### config.mk
export PLATFORM = sky130hd
export DESIGN_NAME = text_cursor_placement
export DESIGN_NICKNAME = d
export VERILOG_FILES = /design/src/tcp_pkg.sv /design/src/tcp_front.sv /design/src/tcp_queue.sv /design/src/tcp_back.sv /design/src/text_cursor_placement.sv
export SDC_FILE = /design/constraint.sdc
export NUM_CORES = 1
export LEC_CHECK = 0
export ABC_AREA = 1
export BUFFER_PORTS_ARGS = -buffer_cell sky130_fd_sc_hd__buf_4
export CAP_MARGIN = 20
export CORE_MARGIN = 4
export CORE_UTILIZATION = 35
export CTS_CLUSTER_SIZE = 40
export DETAILED_ROUTE_END_ITERATION = 16
export GPL_ROUTABILITY_DRIVEN = 0
export PLACE_DENSITY_LB_ADDON = 0.05
export SLEW_MARGIN = 10
export SYNTH_ARGS = -nofsm -noshare
export SYNTH_HDL_FRONTEND = slang
export SYNTH_SLANG_ARGS = --single-unit
### constraint.sdc
create_clock -name clock -period 3.4 [get_ports clock]
set_input_delay 0.34 -clock clock [delete_from_list [all_inputs] [get_ports clock]]
set_output_delay 0.34 -clock clock [all_outputs]
set_load 0.1 [all_outputs]
### src/tcp_pkg.sv
// shared types and constants for the text cursor placement block
// no dependencies; imported by every module of the block
`default_nettype none

package tcp_pkg;

   // command codes of an input item
   localparam logic CMD_BEGIN = 1'b0;
   localparam logic CMD_CHAR  = 1'b1;

   // result kinds
   localparam logic [1:0] KIND_DRAW   = 2'd0;
   localparam logic [1:0] KIND_DONE   = 2'd1;
   localparam logic [1:0] KIND_REJECT = 2'd2;

   // character codes with special handling
   localparam logic [7:0] CHAR_NUL   = 8'h00;
   localparam logic [7:0] CHAR_TAB   = 8'h09;
   localparam logic [7:0] CHAR_LF    = 8'h0a;
   localparam logic [7:0] CHAR_CR    = 8'h0d;
   localparam logic [7:0] CHAR_SPACE = 8'h20;

   // width of the placement count in a queued job, holds up to the largest tab stop
   localparam int OP_COUNT_W = 4;

   // depth of the job queue between front and back
   localparam int QUEUE_DEPTH = 4;

   typedef struct packed {
      logic       command;
      logic [2:0] start_line;
      logic [4:0] start_column;
      logic [7:0] char_code;
   } req_type;

   typedef struct packed {
      logic [1:0] kind;
      logic [2:0] draw_line;
      logic [4:0] draw_column;
      logic [7:0] glyph_code;
      logic [6:0] drawn_total;
      logic       last;
   } rsp_type;

   // one job for the back end: a run of placements or a single status result
   typedef struct packed {
      logic [1:0]            kind;
      logic [2:0]            line;
      logic [4:0]            column;
      logic [7:0]            glyph;
      logic [6:0]            total;
      logic [OP_COUNT_W-1:0] count;
   } op_type;

endpackage

`default_nettype wire

### src/tcp_front.sv
// front end: takes input items, keeps the cursor state, turns each item into at most one job
// depends on tcp_pkg
`default_nettype none

module tcp_front #(
   parameter int TEXT_LINES   = 4,
   parameter int TEXT_COLUMNS = 16,
   parameter int TAB_STOP     = 4,
   parameter int BUFFER_BYTES = 256
) (
   input  wire logic            clock,
   input  wire logic            reset,
   input  wire logic            req_accept,
   input  wire tcp_pkg::req_type req_data,
   output logic                 op_push,
   output tcp_pkg::op_type      op_data
);
   import tcp_pkg::*;

   localparam int LINE_W   = $clog2(TEXT_LINES + 2);
   localparam int COL_W    = $clog2(TEXT_COLUMNS + 2);
   localparam int DRAWN_W  = $clog2(TEXT_LINES * TEXT_COLUMNS + 1);
   localparam int BYTES_W  = $clog2(BUFFER_BYTES);
   localparam int PH_W     = $clog2(TAB_STOP);
   localparam int CNT_W    = $clog2(TAB_STOP + 1);
   localparam int N_W      = (COL_W > CNT_W) ? COL_W : CNT_W;
   localparam int TABLE_N  = 2 ** COL_W;

   logic               active_ff, active_in;
   logic [LINE_W-1:0]  line_ff, line_in;
   logic [COL_W-1:0]   col_ff, col_in;
   logic [DRAWN_W-1:0] drawn_ff, drawn_in;
   logic [BYTES_W-1:0] bytes_ff, bytes_in;

   logic [PH_W-1:0]    phase_table [TABLE_N];
   logic [N_W-1:0]     spaces;
   logic [N_W-1:0]     room;
   logic [N_W-1:0]     run_n;
   logic [COL_W-1:0]   col_after;
   logic               begin_ok;

   // column phase within its tab stop, fixed at elaboration
   for (genvar i = 0; i < TABLE_N; i++) begin : g_phase
      assign phase_table[i] = (i == 0) ? '0 : PH_W'((i - 1) % TAB_STOP);
   end

   always_comb begin
      begin_ok  = (int'(req_data.start_line) >= 1) && (int'(req_data.start_line) <= TEXT_LINES)
               && (int'(req_data.start_column) >= 1)
               && (int'(req_data.start_column) <= TEXT_COLUMNS);
      spaces    = N_W'(TAB_STOP) - N_W'(phase_table[col_ff]);
      room      = N_W'(TEXT_COLUMNS + 1) - N_W'(col_ff);
      run_n     = (req_data.char_code == CHAR_TAB) ? ((spaces < room) ? spaces : room)
                                                   : N_W'(1);
      col_after = col_ff + COL_W'(run_n);
   end

   always_comb begin
      active_in      = active_ff;
      line_in        = line_ff;
      col_in         = col_ff;
      drawn_in       = drawn_ff;
      bytes_in       = bytes_ff;
      op_push        = 1'b0;
      op_data.kind   = KIND_DRAW;
      op_data.line   = 3'(line_ff);
      op_data.column = 5'(col_ff);
      op_data.glyph  = req_data.char_code;
      op_data.total  = '0;
      op_data.count  = OP_COUNT_W'(1);
      if (req_accept) begin
         if (req_data.command == CMD_BEGIN) begin
            if (begin_ok) begin
               active_in = 1'b1;
               line_in   = LINE_W'(req_data.start_line);
               col_in    = COL_W'(req_data.start_column);
               drawn_in  = '0;
               bytes_in  = '0;
            end else begin
               active_in      = 1'b0;
               op_push        = 1'b1;
               op_data.kind   = KIND_REJECT;
               op_data.line   = '0;
               op_data.column = '0;
               op_data.glyph  = '0;
            end
         end else if (active_ff) begin
            if (req_data.char_code == CHAR_NUL) begin
               active_in      = 1'b0;
               op_push        = 1'b1;
               op_data.kind   = KIND_DONE;
               op_data.line   = '0;
               op_data.column = '0;
               op_data.glyph  = '0;
               op_data.total  = 7'(drawn_ff);
            end else if (bytes_ff < BYTES_W'(BUFFER_BYTES - 1)) begin
               bytes_in = bytes_ff + BYTES_W'(1);
               if (int'(line_ff) <= TEXT_LINES) begin
                  unique case (req_data.char_code)
                     CHAR_CR: begin
                        col_in = COL_W'(1);
                     end
                     CHAR_LF: begin
                        col_in  = COL_W'(1);
                        line_in = line_ff + LINE_W'(1);
                     end
                     default: begin
                        op_push       = 1'b1;
                        op_data.count = OP_COUNT_W'(run_n);
                        if (req_data.char_code == CHAR_TAB) begin
                           op_data.glyph = CHAR_SPACE;
                        end
                        drawn_in = drawn_ff + DRAWN_W'(run_n);
                        if (int'(col_after) > TEXT_COLUMNS) begin
                           col_in  = COL_W'(1);
                           line_in = line_ff + LINE_W'(1);
                        end else begin
                           col_in = col_after;
                        end
                     end
                  endcase
               end
            end
         end
      end
   end

   always_ff @(posedge clock) begin
      if (reset) begin
         active_ff <= 1'b0;
         line_ff   <= LINE_W'(1);
         col_ff    <= COL_W'(1);
         drawn_ff  <= '0;
         bytes_ff  <= '0;
      end else begin
         active_ff <= active_in;
         line_ff   <= line_in;
         col_ff    <= col_in;
         drawn_ff  <= drawn_in;
         bytes_ff  <= bytes_in;
      end
   end

endmodule

`default_nettype wire

### src/tcp_queue.sv
// short job queue between front and back end
// depends on tcp_pkg
`default_nettype none

module tcp_queue #(
   parameter int DEPTH = 4
) (
   input  wire logic           clock,
   input  wire logic           reset,
   input  wire logic           wr_push,
   input  wire tcp_pkg::op_type wr_data,
   output logic                wr_full,
   input  wire logic           rd_pop,
   output tcp_pkg::op_type     rd_data,
   output logic                rd_empty
);
   import tcp_pkg::*;

   localparam int PTR_W = (DEPTH > 1) ? $clog2(DEPTH) : 1;
   localparam int CNT_W = $clog2(DEPTH + 1);

   op_type            store_ff [DEPTH];
   logic [PTR_W-1:0]  wr_ptr_ff, wr_ptr_in;
   logic [PTR_W-1:0]  rd_ptr_ff, rd_ptr_in;
   logic [CNT_W-1:0]  count_ff, count_in;
   logic              do_wr, do_rd;

   always_comb begin
      wr_full  = (count_ff == CNT_W'(DEPTH));
      rd_empty = (count_ff == '0);
      rd_data  = store_ff[rd_ptr_ff];
      do_wr    = wr_push && !wr_full;
      do_rd    = rd_pop && !rd_empty;
      wr_ptr_in = wr_ptr_ff;
      rd_ptr_in = rd_ptr_ff;
      if (do_wr) begin
         wr_ptr_in = (int'(wr_ptr_ff) == DEPTH - 1) ? '0 : wr_ptr_ff + PTR_W'(1);
      end
      if (do_rd) begin
         rd_ptr_in = (int'(rd_ptr_ff) == DEPTH - 1) ? '0 : rd_ptr_ff + PTR_W'(1);
      end
      count_in = count_ff + CNT_W'(do_wr) - CNT_W'(do_rd);
   end

   always_ff @(posedge clock) begin
      if (reset) begin
         wr_ptr_ff <= '0;
         rd_ptr_ff <= '0;
         count_ff  <= '0;
      end else begin
         wr_ptr_ff <= wr_ptr_in;
         rd_ptr_ff <= rd_ptr_in;
         count_ff  <= count_in;
      end
   end

   always_ff @(posedge clock) begin
      if (do_wr) begin
         store_ff[wr_ptr_ff] <= wr_data;
      end
   end

endmodule

`default_nettype wire

### src/tcp_back.sv
// back end: expands queued jobs into result items, one per cycle while results are taken, behind an output register
// depends on tcp_pkg
`default_nettype none

module tcp_back (
   input  wire logic            clock,
   input  wire logic            reset,
   input  wire logic            q_empty,
   input  wire tcp_pkg::op_type  q_data,
   output logic                 q_pop,
   output logic                 empty,
   input  wire logic            pop,
   output tcp_pkg::rsp_type     rsp_data
);
   import tcp_pkg::*;

   logic    cur_valid_ff, cur_valid_in;
   op_type  cur_ff, cur_in;
   logic    out_valid_ff, out_valid_in;
   rsp_type out_ff, out_in;
   logic    advance, final_one, cur_free;

   always_comb begin
      advance   = cur_valid_ff && (!out_valid_ff || pop);
      final_one = (cur_ff.count == OP_COUNT_W'(1));
      cur_free  = !cur_valid_ff || (advance && final_one);
      q_pop     = cur_free && !q_empty;

      out_in             = out_ff;
      out_in.kind        = cur_ff.kind;
      out_in.draw_line   = cur_ff.line;
      out_in.draw_column = cur_ff.column;
      out_in.glyph_code  = cur_ff.glyph;
      out_in.drawn_total = cur_ff.total;
      out_in.last        = final_one;

      out_valid_in = advance ? 1'b1 : (pop ? 1'b0 : out_valid_ff);

      cur_in = cur_ff;
      if (advance && !final_one) begin
         cur_in.count  = cur_ff.count - OP_COUNT_W'(1);
         cur_in.column = cur_ff.column + 5'd1;
      end
      if (q_pop) begin
         cur_in = q_data;
      end
      cur_valid_in = q_pop ? 1'b1 : (cur_free ? 1'b0 : cur_valid_ff);

      empty    = !out_valid_ff;
      rsp_data = out_ff;
   end

   always_ff @(posedge clock) begin
      if (reset) begin
         cur_valid_ff <= 1'b0;
         out_valid_ff <= 1'b0;
      end else begin
         cur_valid_ff <= cur_valid_in;
         out_valid_ff <= out_valid_in;
      end
   end

   always_ff @(posedge clock) begin
      cur_ff <= cur_in;
      if (advance) begin
         out_ff <= out_in;
      end
   end

endmodule

`default_nettype wire

### src/text_cursor_placement.sv
// top level of the text cursor placement block
// depends on tcp_pkg, tcp_front, tcp_queue and tcp_back
`default_nettype none

// Cursor engine for a TEXT_LINES x TEXT_COLUMNS character display. A begin item
// opens a string at a start line and column (both from 1); each following
// character byte moves the cursor and produces placements (line, column, glyph).
// CR returns to column 1, LF also moves down one line, TAB pads with spaces to
// the next TAB_STOP column stop, text wraps after the last column, and bytes are
// dropped once the cursor has run past the last line. A zero byte closes the
// string with a done result carrying the draw count; an out-of-range begin gives
// a rejected result. Only the first BUFFER_BYTES-1 nonzero bytes of a string act.
// Timing: the front end takes one item per cycle as long as the job queue
// (QUEUE_DEPTH jobs) has room, and every item settles the cursor in that same
// cycle. The back end emits one result per cycle from an output register while
// results are taken, so a plain character or a status result gives one result
// and a tab up to TAB_STOP results; an item passes through the job queue, the
// current job register and the output register before its first result shows.
module text_cursor_placement #(
   parameter int TEXT_LINES   = 4,
   parameter int TEXT_COLUMNS = 16,
   parameter int TAB_STOP     = 4,
   parameter int BUFFER_BYTES = 256
) (
   input  wire logic             clock,
   input  wire logic             reset,
   // input channel, transfer on push && !full
   input  wire logic             push,
   output logic                  full,
   input  wire tcp_pkg::req_type req_data,
   // result channel, transfer on pop && !empty
   output logic                  empty,
   input  wire logic             pop,
   output tcp_pkg::rsp_type      rsp_data
);
   import tcp_pkg::*;

   logic   req_accept;
   logic   op_push;
   op_type op_data;
   logic   q_full, q_empty, q_pop;
   op_type q_data;

   // the front end only moves when the queue has a free slot, whether or not the item makes a job
   assign full       = q_full;
   assign req_accept = push && !q_full;

   // cursor state and item classification
   tcp_front #(
      .TEXT_LINES  (TEXT_LINES),
      .TEXT_COLUMNS(TEXT_COLUMNS),
      .TAB_STOP    (TAB_STOP),
      .BUFFER_BYTES(BUFFER_BYTES)
   ) u_front (
      .clock     (clock),
      .reset     (reset),
      .req_accept(req_accept),
      .req_data  (req_data),
      .op_push   (op_push),
      .op_data   (op_data)
   );

   // decouples item acceptance from result delivery
   tcp_queue #(
      .DEPTH(QUEUE_DEPTH)
   ) u_queue (
      .clock   (clock),
      .reset   (reset),
      .wr_push (op_push),
      .wr_data (op_data),
      .wr_full (q_full),
      .rd_pop  (q_pop),
      .rd_data (q_data),
      .rd_empty(q_empty)
   );

   // job expansion and output register
   tcp_back u_back (
      .clock   (clock),
      .reset   (reset),
      .q_empty (q_empty),
      .q_data  (q_data),
      .q_pop   (q_pop),
      .empty   (empty),
      .pop     (pop),
      .rsp_data(rsp_data)
   );

endmodule

`default_nettype wire

## After elaboration in Yosys (flattened, before gate mapping)

Memories as Yosys holds them, arrays and structs flattened. A register that Yosys moved wholly into a read port is not among the register bits.
Index checks and enable logic that the tools add are counted.

| word-level totals | value |
|---|---|
| flip-flop bits (word level) | 88 |
| memory bits (writable) | 116 |
| memory bits (read-only) | 64 |
| input port bits | 21 |
| logic and storage cells | 161 |
| memories kept | 2 |

Memories:

| name | depth | bits a word | rd ports | clocked after Yosys merged registers in | write ports | line | source |
|---|---|---|---|---|---|---|---|
| u_queue.store_ff | 4 | 29 | 1 | 1 | 1 | tcp_queue.sv:22 | `op_type store_ff [DEPTH];` |
| (no name shown) | 32 | 2 | 1 | 0 | 0 | tcp_front.sv:51 | `spaces = N_W'(TAB_STOP) - N_W'(phase_table[col_ff]);` |

| cells by class | value |
|---|---|
| $add $sub $neg | 12 |
| magnitude comparators | 9 |
| equality and inequality tests | 14 |
| multiplexer cells | 73 |
| bitwise operators | 1 |
| reduce and logical (&&, ||, !) cells | 28 |

Operator list:

| cell | number |
|---|---|
| 8-bit 2-to-1 mux | 10 |
| 29-bit 2-to-1 mux | 2 |
| 7-bit 2-to-1 mux | 8 |
| 5-bit 2-to-1 mux | 11 |
| 18-bit 2-to-1 mux | 2 |
| 8-bit by 4-bit == test with 1-bit output, second input constant | 3 |
| 24-bit 2-to-1 mux | 1 |
| 3-bit 2-to-1 mux | 7 |
| 4-bit 2-to-1 mux | 5 |
| 1-bit 2-to-1 mux | 18 |
| 2-bit 2-to-1 mux | 6 |
| 11-bit 2-to-1 mux | 1 |
| 1-bit logical AND | 10 |
| 9-bit 2-to-1 mux | 1 |
| 8-bit by 1-bit adder with 8-bit output, second input constant | 1 |
| 8-bit logical NOT | 1 |
| 8-bit less-than comparator, second input constant | 1 |
| 8-bit AND reduction | 1 |
| 2-bit nonzero test | 4 |
| 7-bit by 5-bit adder with 7-bit output | 1 |
| 7-bit AND reduction | 1 |
| 6-bit greater-or-equal comparator, second input constant | 1 |
| 3-bit less-or-equal comparator, second input constant | 2 |
| 2-bit by 1-bit inequality test with 1-bit output, second input constant | 3 |
| other kinds (27) | 36 |

## Depth between registers and ports, before layout

| logic depth | value |
|---|---|
| depth in word-level cells | 17 |
| gate-level depth with buffers | 30 |
| depth with buffers taken out | 30 |

## Hierarchy

Synthesis repeated with hierarchy kept, for this count alone.

| unflattened totals | value |
|---|---|
| cells, all modules | 841 |
| area, all modules | 9420.3 µm² |

By module, submodules not included:

| module | instances | cells an instance | area each (µm²) |
|---|---|---|---|
| tcp_queue | 1 | 346 | 5101.1 |
| tcp_front | 1 | 372 | 2259.7 |
| tcp_back | 1 | 121 | 2049.5 |
| text_cursor_placement | 1 | 2 | 10.0 |

## Least setup slack after synthesis

OpenSTA, ideal clock, no wires.

| timing | value |
|---|---|
| kind | reg-to-reg |
| start | reg u_front.col_ff[1] |
| end | reg u_front.line_ff[1] |
| library setup time | 0.113 ns |
| arrival | 3.479 ns |
| slack | -0.191 ns |
| cell stages (with the launch flop) | 25 |
| path buffers | 0 |
| cell sequence | dfxtp_1 inv_1 ha_1 nand2_1 o21ai_0 ha_1 ha_1 nand2_1 inv_1 nand2_1 nand2_1 nand2_2 o21ai_0 nand2_1 ha_1 ha_1 or2_2 nor2_1 nand3_2 nand2_2 nand2_4 nand3_4 nand2_1 nand2_1 nor2_1 |

| between the ends | value |
|---|---|
| cells in the longest elaborated chain, start to end | 12 |
| elaborated cells on any way between the ends | 13 |
| those cells by class | add/sub (3); order compare (2); eq/ne (1); mux (4); bitwise (1); reduce/logical (1); memory (1) |

Ends and longest elaborated chain:

| element | line | source |
|---|---|---|
| start: declaration | tcp_front.sv:31 | `logic [COL_W-1:0] col_ff, col_in;` |
| start signal: assignment | tcp_front.sv:138 | `col_ff <= col_in;` |
| 5-bit inverter with 6-bit output (implied by the code) | tcp_front.sv:51 |  |
| memory 32 x 2 bit | n/a |  |
| 2-bit 2-to-1 mux (implied by the code) (2 in series) | tcp_front.sv:51 |  |
| 3-bit by 2-bit subtractor with 4-bit output | tcp_front.sv:51 |  |
| 5-bit less-than comparator | tcp_front.sv:53 | `run_n = (req_data.char_code == CHAR_TAB) ? ((spaces < room) ? spaces : room)` |
| 5-bit 2-to-1 mux (2 in series) | tcp_front.sv:53 |  |
| 5-bit adder (*) | tcp_front.sv:55 | `col_after = col_ff + COL_W'(run_n);` |
| 5-bit > comparator (*) | tcp_front.sv:114 | `if (int'(col_after) > TEXT_COLUMNS) begin` |
| 3-bit by 1-bit inequality test with 1-bit output (no line) (*) | n/a |  |
| 8-bit AND reduction (no line) (*) | n/a |  |
| end signal: assignment | tcp_front.sv:137 | `line_ff <= line_in;` |
| end: declaration | tcp_front.sv:30 | `logic [LINE_W-1:0] line_ff, line_in;` |

Mark *: on every way between the ends. The rest lies on a longest branch, timed or not. The select of a mux whose other input is x is not followed.
A chain may end at the register's enable or synchronous reset.

## Worst setup path in the final report

Same ends and word-level chain as after synthesis.

==> reports/metrics.csv <==
stage,metric,value,unit
outcome,status,completed,
floorplanning,Initial Utilization,35.45,%
placed_design,IO Port Bufs,48,
global_routing,Total Routing Usage GR,14.46,%
timing,Worst Tran Pin Value,0.9528,ns
setup_path,CP Class,flip-flop to flip-flop,
setup_path,Worst setup SP type,flip-flop,
layout,area of the multi-input gates,2920,sq um
floorplanning,Die Y,167.2,microns
global_routing,initial antenna violation count,0,
yosys,average size of a mapped cell,10.98,sq um
floorplanning,I/O pins,49,
floorplanning,num rows,58,
yosys,Post-synth EDFFs,171,
routing,drt pass-1 iters,4,
clocking,Clock Sinks,206,
clocking,root buf cell,clkbuf_16,
yosys,ys async rst share,0,%
yosys,ys flop type,edfxtp_1,
power_and_ir_drop,Comb power frac,31.4,%
timing,setup TNS,0,ns
setup_path,arrival time worst endpoint,3.68,ns
routing,initial DRC count,272,
timing,final period utilization,96.43,%
yosys,register area share after synthesis,65.75,%
global_routing,vias in the first global route,6047,
timing,worst slew margin relative to its limit,36.41,%
clocking,Clock Latency Late Sink,0.51,ns
timing,WHS,0.1416,ns
layout,final non-filler cell total,1263,
power_and_ir_drop,sequential share of power,38.9,%
layout,fin area,11170,sq um
layout,register area,5843,sq um
placed_design,post-DP HPWL,12990,microns
timing,Final Hold Fails,0,
yosys,Synth top area share,57.86,%
yosys,synth unique cells,45,
power_and_ir_drop,power per cell area,816.9,nW/um^2
yosys,"top cells by area, synth","edfxtp_1 (58%), dfxtp_1 (7.9%), nor2_1 (5.6%)",
routing,Vias,5996,
timing,clock skew,0.009936,ns
clocking,TritonCTS clock tree,yes,
routing,post-route ant nets,0,
global_routing,pin count of the biggest net entering global routing,59,
yosys,post-synthesis cell count,808,
setup_path,Worst Setup End Kind,flip-flop,
power_and_ir_drop,P_leak,0.004174,uW
clocking,H-tree depth,1,
routing,Detailed Route WL,20680,microns
power_and_ir_drop,switching pwr,3266,uW
yosys,flop and latch count out of synthesis,206,
setup_path,worst r2r src,u_front.col_ff[1],
job,max-cap violation count,0,
layout,share of cells above drive strength 1,22.51,%
setup_path,Critical Path End,u_front.line_ff[1],
power_and_ir_drop,Clk pwr share,29.8,%
placed_design,"Cell Area, Placed",9917,sq um
yosys,Synth area leader,edfxtp_1,
clocking,worst-case clock buffer depth,3,
setup_path,register-to-register setup slack,0.12,ns
floorplanning,chip width,167.2,microns
timing,Final min period,3.279,ns
power_and_ir_drop,Int Power,5861,uW
routing,Via density,4.747,
timing,Max Transition Viols Final,0,
yosys,Post-Syn Area,8875,sq um
power_and_ir_drop,Sw Ratio,35.79,%
layout,nets,966,
power_and_ir_drop,VDD IR-drop max,0.4592,mV
global_routing,global-route wire length before repair,32560,microns
setup_path,Worst Setup SP,u_front.col_ff[1],
routing,WL/cell,16.37,microns
layout,growth of design area from synthesis to finish,25.90,%
global_routing,remaining global-route overflow,0,
layout,fill count,2292,
setup_path,crit path max fanout,5,
layout,Inserted Diodes,0,
routing,# DRC,0,
setup_path,r2r worst-path depth,27,
floorplanning,Core Area,25040,sq um
setup_path,Worst EP required,3.81,ns
floorplanning,die area,27970,sq um
clocking,clk slew on worst S/H paths,0.06,ns
setup_path,worst flop-to-flop path endpoint,u_front.line_ff[1],
worst_hold_path,Worst Hold Depth,4,
clocking,total CTS buffers,24,
placed_design,placed cells,1204,
timing,"Setup violations, final",0,
timing,Max Freq,305.0,MHz
worst_hold_path,Hold Crit Class,input port to flip-flop,
yosys,Yosys Warn Count,0,
==> Yosys cell counts, types with 2 or more instances <==
cell type	count
o21ai_1	4
clkinv_1	2
o21ai_0	80
a211oi_1	4
o22ai_1	25
nor4_1	3
nor2_1	133
xor2_1	4
inv_1	93
nand3_2	3
or2_2	3
dfxtp_1	35
nand4_1	4
xnor2_1	7
edfxtp_1	171
clkbuf_1	21
a21oi_1	35
nor2_2	2
ha_1	29
nor3_1	8
a31oi_1	4
nand3_1	21
nand2_1	88
nand2_2	8
==> worst max-delay path: stages, from the launching register on <==
cell	delay, ns
dfxtp_4	0.37
buf_6	0.13
ha_4	0.15
inv_2	0.05
nand2_1	0.05
inv_2	0.08
ha_4	0.21
ha_4	0.26
nand2_2	0.05
inv_2	0.05
nand2_2	0.04
nand2_2	0.11
nand2_4	0.10
nand2_4	0.11
nand2_4	0.06
nand2_4	0.07
nand2_2	0.05
and2_4	0.14
ha_4	0.23
or2_4	0.25
nor2_4	0.10
nand3_2	0.08
nand2_2	0.10
nand2_4	0.07
nand3_4	0.08
nand2_1	0.07
nand2_1	0.06
nor2_1	0.05
==> worst min path at each step <==
stage                 startpoint  slack, ns             endpoint
2_1_floorplan  u_back.cur_ff[13]       0.40  u_back.rsp_data[10]
3_5_place_dp   u_back.cur_ff[10]       0.41   u_back.rsp_data[7]
4_1_cts                      pop       0.12  u_back.out_valid_ff
5_1_grt             req_data[12]       0.16    u_front.col_ff[4]
3_3_place_gp    u_back.cur_ff[8]       0.40   u_back.rsp_data[5]
6_report                     pop       0.14  u_back.out_valid_ff
==> cells by family after synthesis <==
group	Yosys count	share of synthesized area, %
AOI/OAI and AO/OA	158	9.672
xor gates and xnor gates	11	1.086
buffers and inverters	119	5.047
adders and majority gates	30	4.314
other	1	0.04225
DFF	206	65.75
and+or+nand+nor	283	14.08
==> layout make-up <==
type / count / area share [%]
Sequential cell: 206 / 52.30
Multi-Input combinational cell: 489 / 26.14
Timing Repair Buffer: 98 / 7.066
Clock buffer: 28 / 5.700
Tap cell: 330 / 3.695
Inverter: 96 / 3.270
Clock inverter: 16 / 1.837
==> cell usage in the layout, fill, tap and decap left out, types with 8 or more instances in the layout <==
cell type	netlist	layout
a21oi_1	35	33
buf_4	0	93
clkbuf_16	0	25
clkinv_1	2	8
dfxtp_1	35	31
edfxtp_1	171	171
ha_1	29	17
ha_4	0	11
inv_1	93	86
nand2_1	88	78
nand2_2	8	11
nand2_4	1	8
nand3_1	21	20
nor2_1	133	123
nor2_2	2	9
nor3_1	8	8
o21ai_0	80	77
o22ai_1	25	25
==> metal layers <==
layer | global-route usage [%] | vias to the layer above | share of wire (%) | routed length, microns
li1 | - | 2996 | - | -
met1 | 19.75 | 2872 | 47 | 9811
met2 | 24.39 | 102 | 47 | 9674
met3 | 2.479 | 26 | 4.1 | 857
met4 | 3.211 | 0 | 1.6 | 334
met5 | 0 | - | 0 | 0
==> registers in the layout (all words and copies together), names as in the netlist, 2 cells and up, named ones only <==
register / flops
u_queue.count_ff: 3
u_front.line_ff: 3
u_queue.wr_ptr_ff: 2
u_queue.rd_ptr_ff: 2
u_queue.store_ff: 116
u_front.col_ff: 5
u_front.bytes_ff: 8
u_front.drawn_ff: 7
u_back.cur_ff: 29
u_back.rsp_data: 26
==> metrics by stage <==
step           utilization [%]  power (uW)  setup slack (ns)
6_report                 44.63        9127            0.1214
5_1_grt                  44.63        9619          -0.01824
3_3_place_gp             39.61        6286          -0.09573
4_1_cts                  43.38        9132          0.003315
3_5_place_dp             39.61        6334           -0.2360
2_1_floorplan                -        5523          0.005588
==> power by group through the flow <==
stage | Clock [uW] | Sequential, uW | Combinational [uW]
3_5_place_dp | 0 | 3600 | 2730
5_1_grt | 2900 | 3600 | 3120
4_1_cts | 2790 | 3550 | 2790
3_3_place_gp | 0 | 3590 | 2700
6_report | 2720 | 3550 | 2860
2_1_floorplan | 0 | 4340 | 1190
==> what timing repair did <==
item | 4_1_cts | 5_1_grt
setup endpoints to repair | 9 | 13
pin swaps | 7 | 28
resized for setup | 13 | 55
setup buffers | 7 | 8
endpoints found under the hold margin | 0 | 0
hold buffers | 0 | 0
Note: power is estimated with default switching activity, not from simulation.
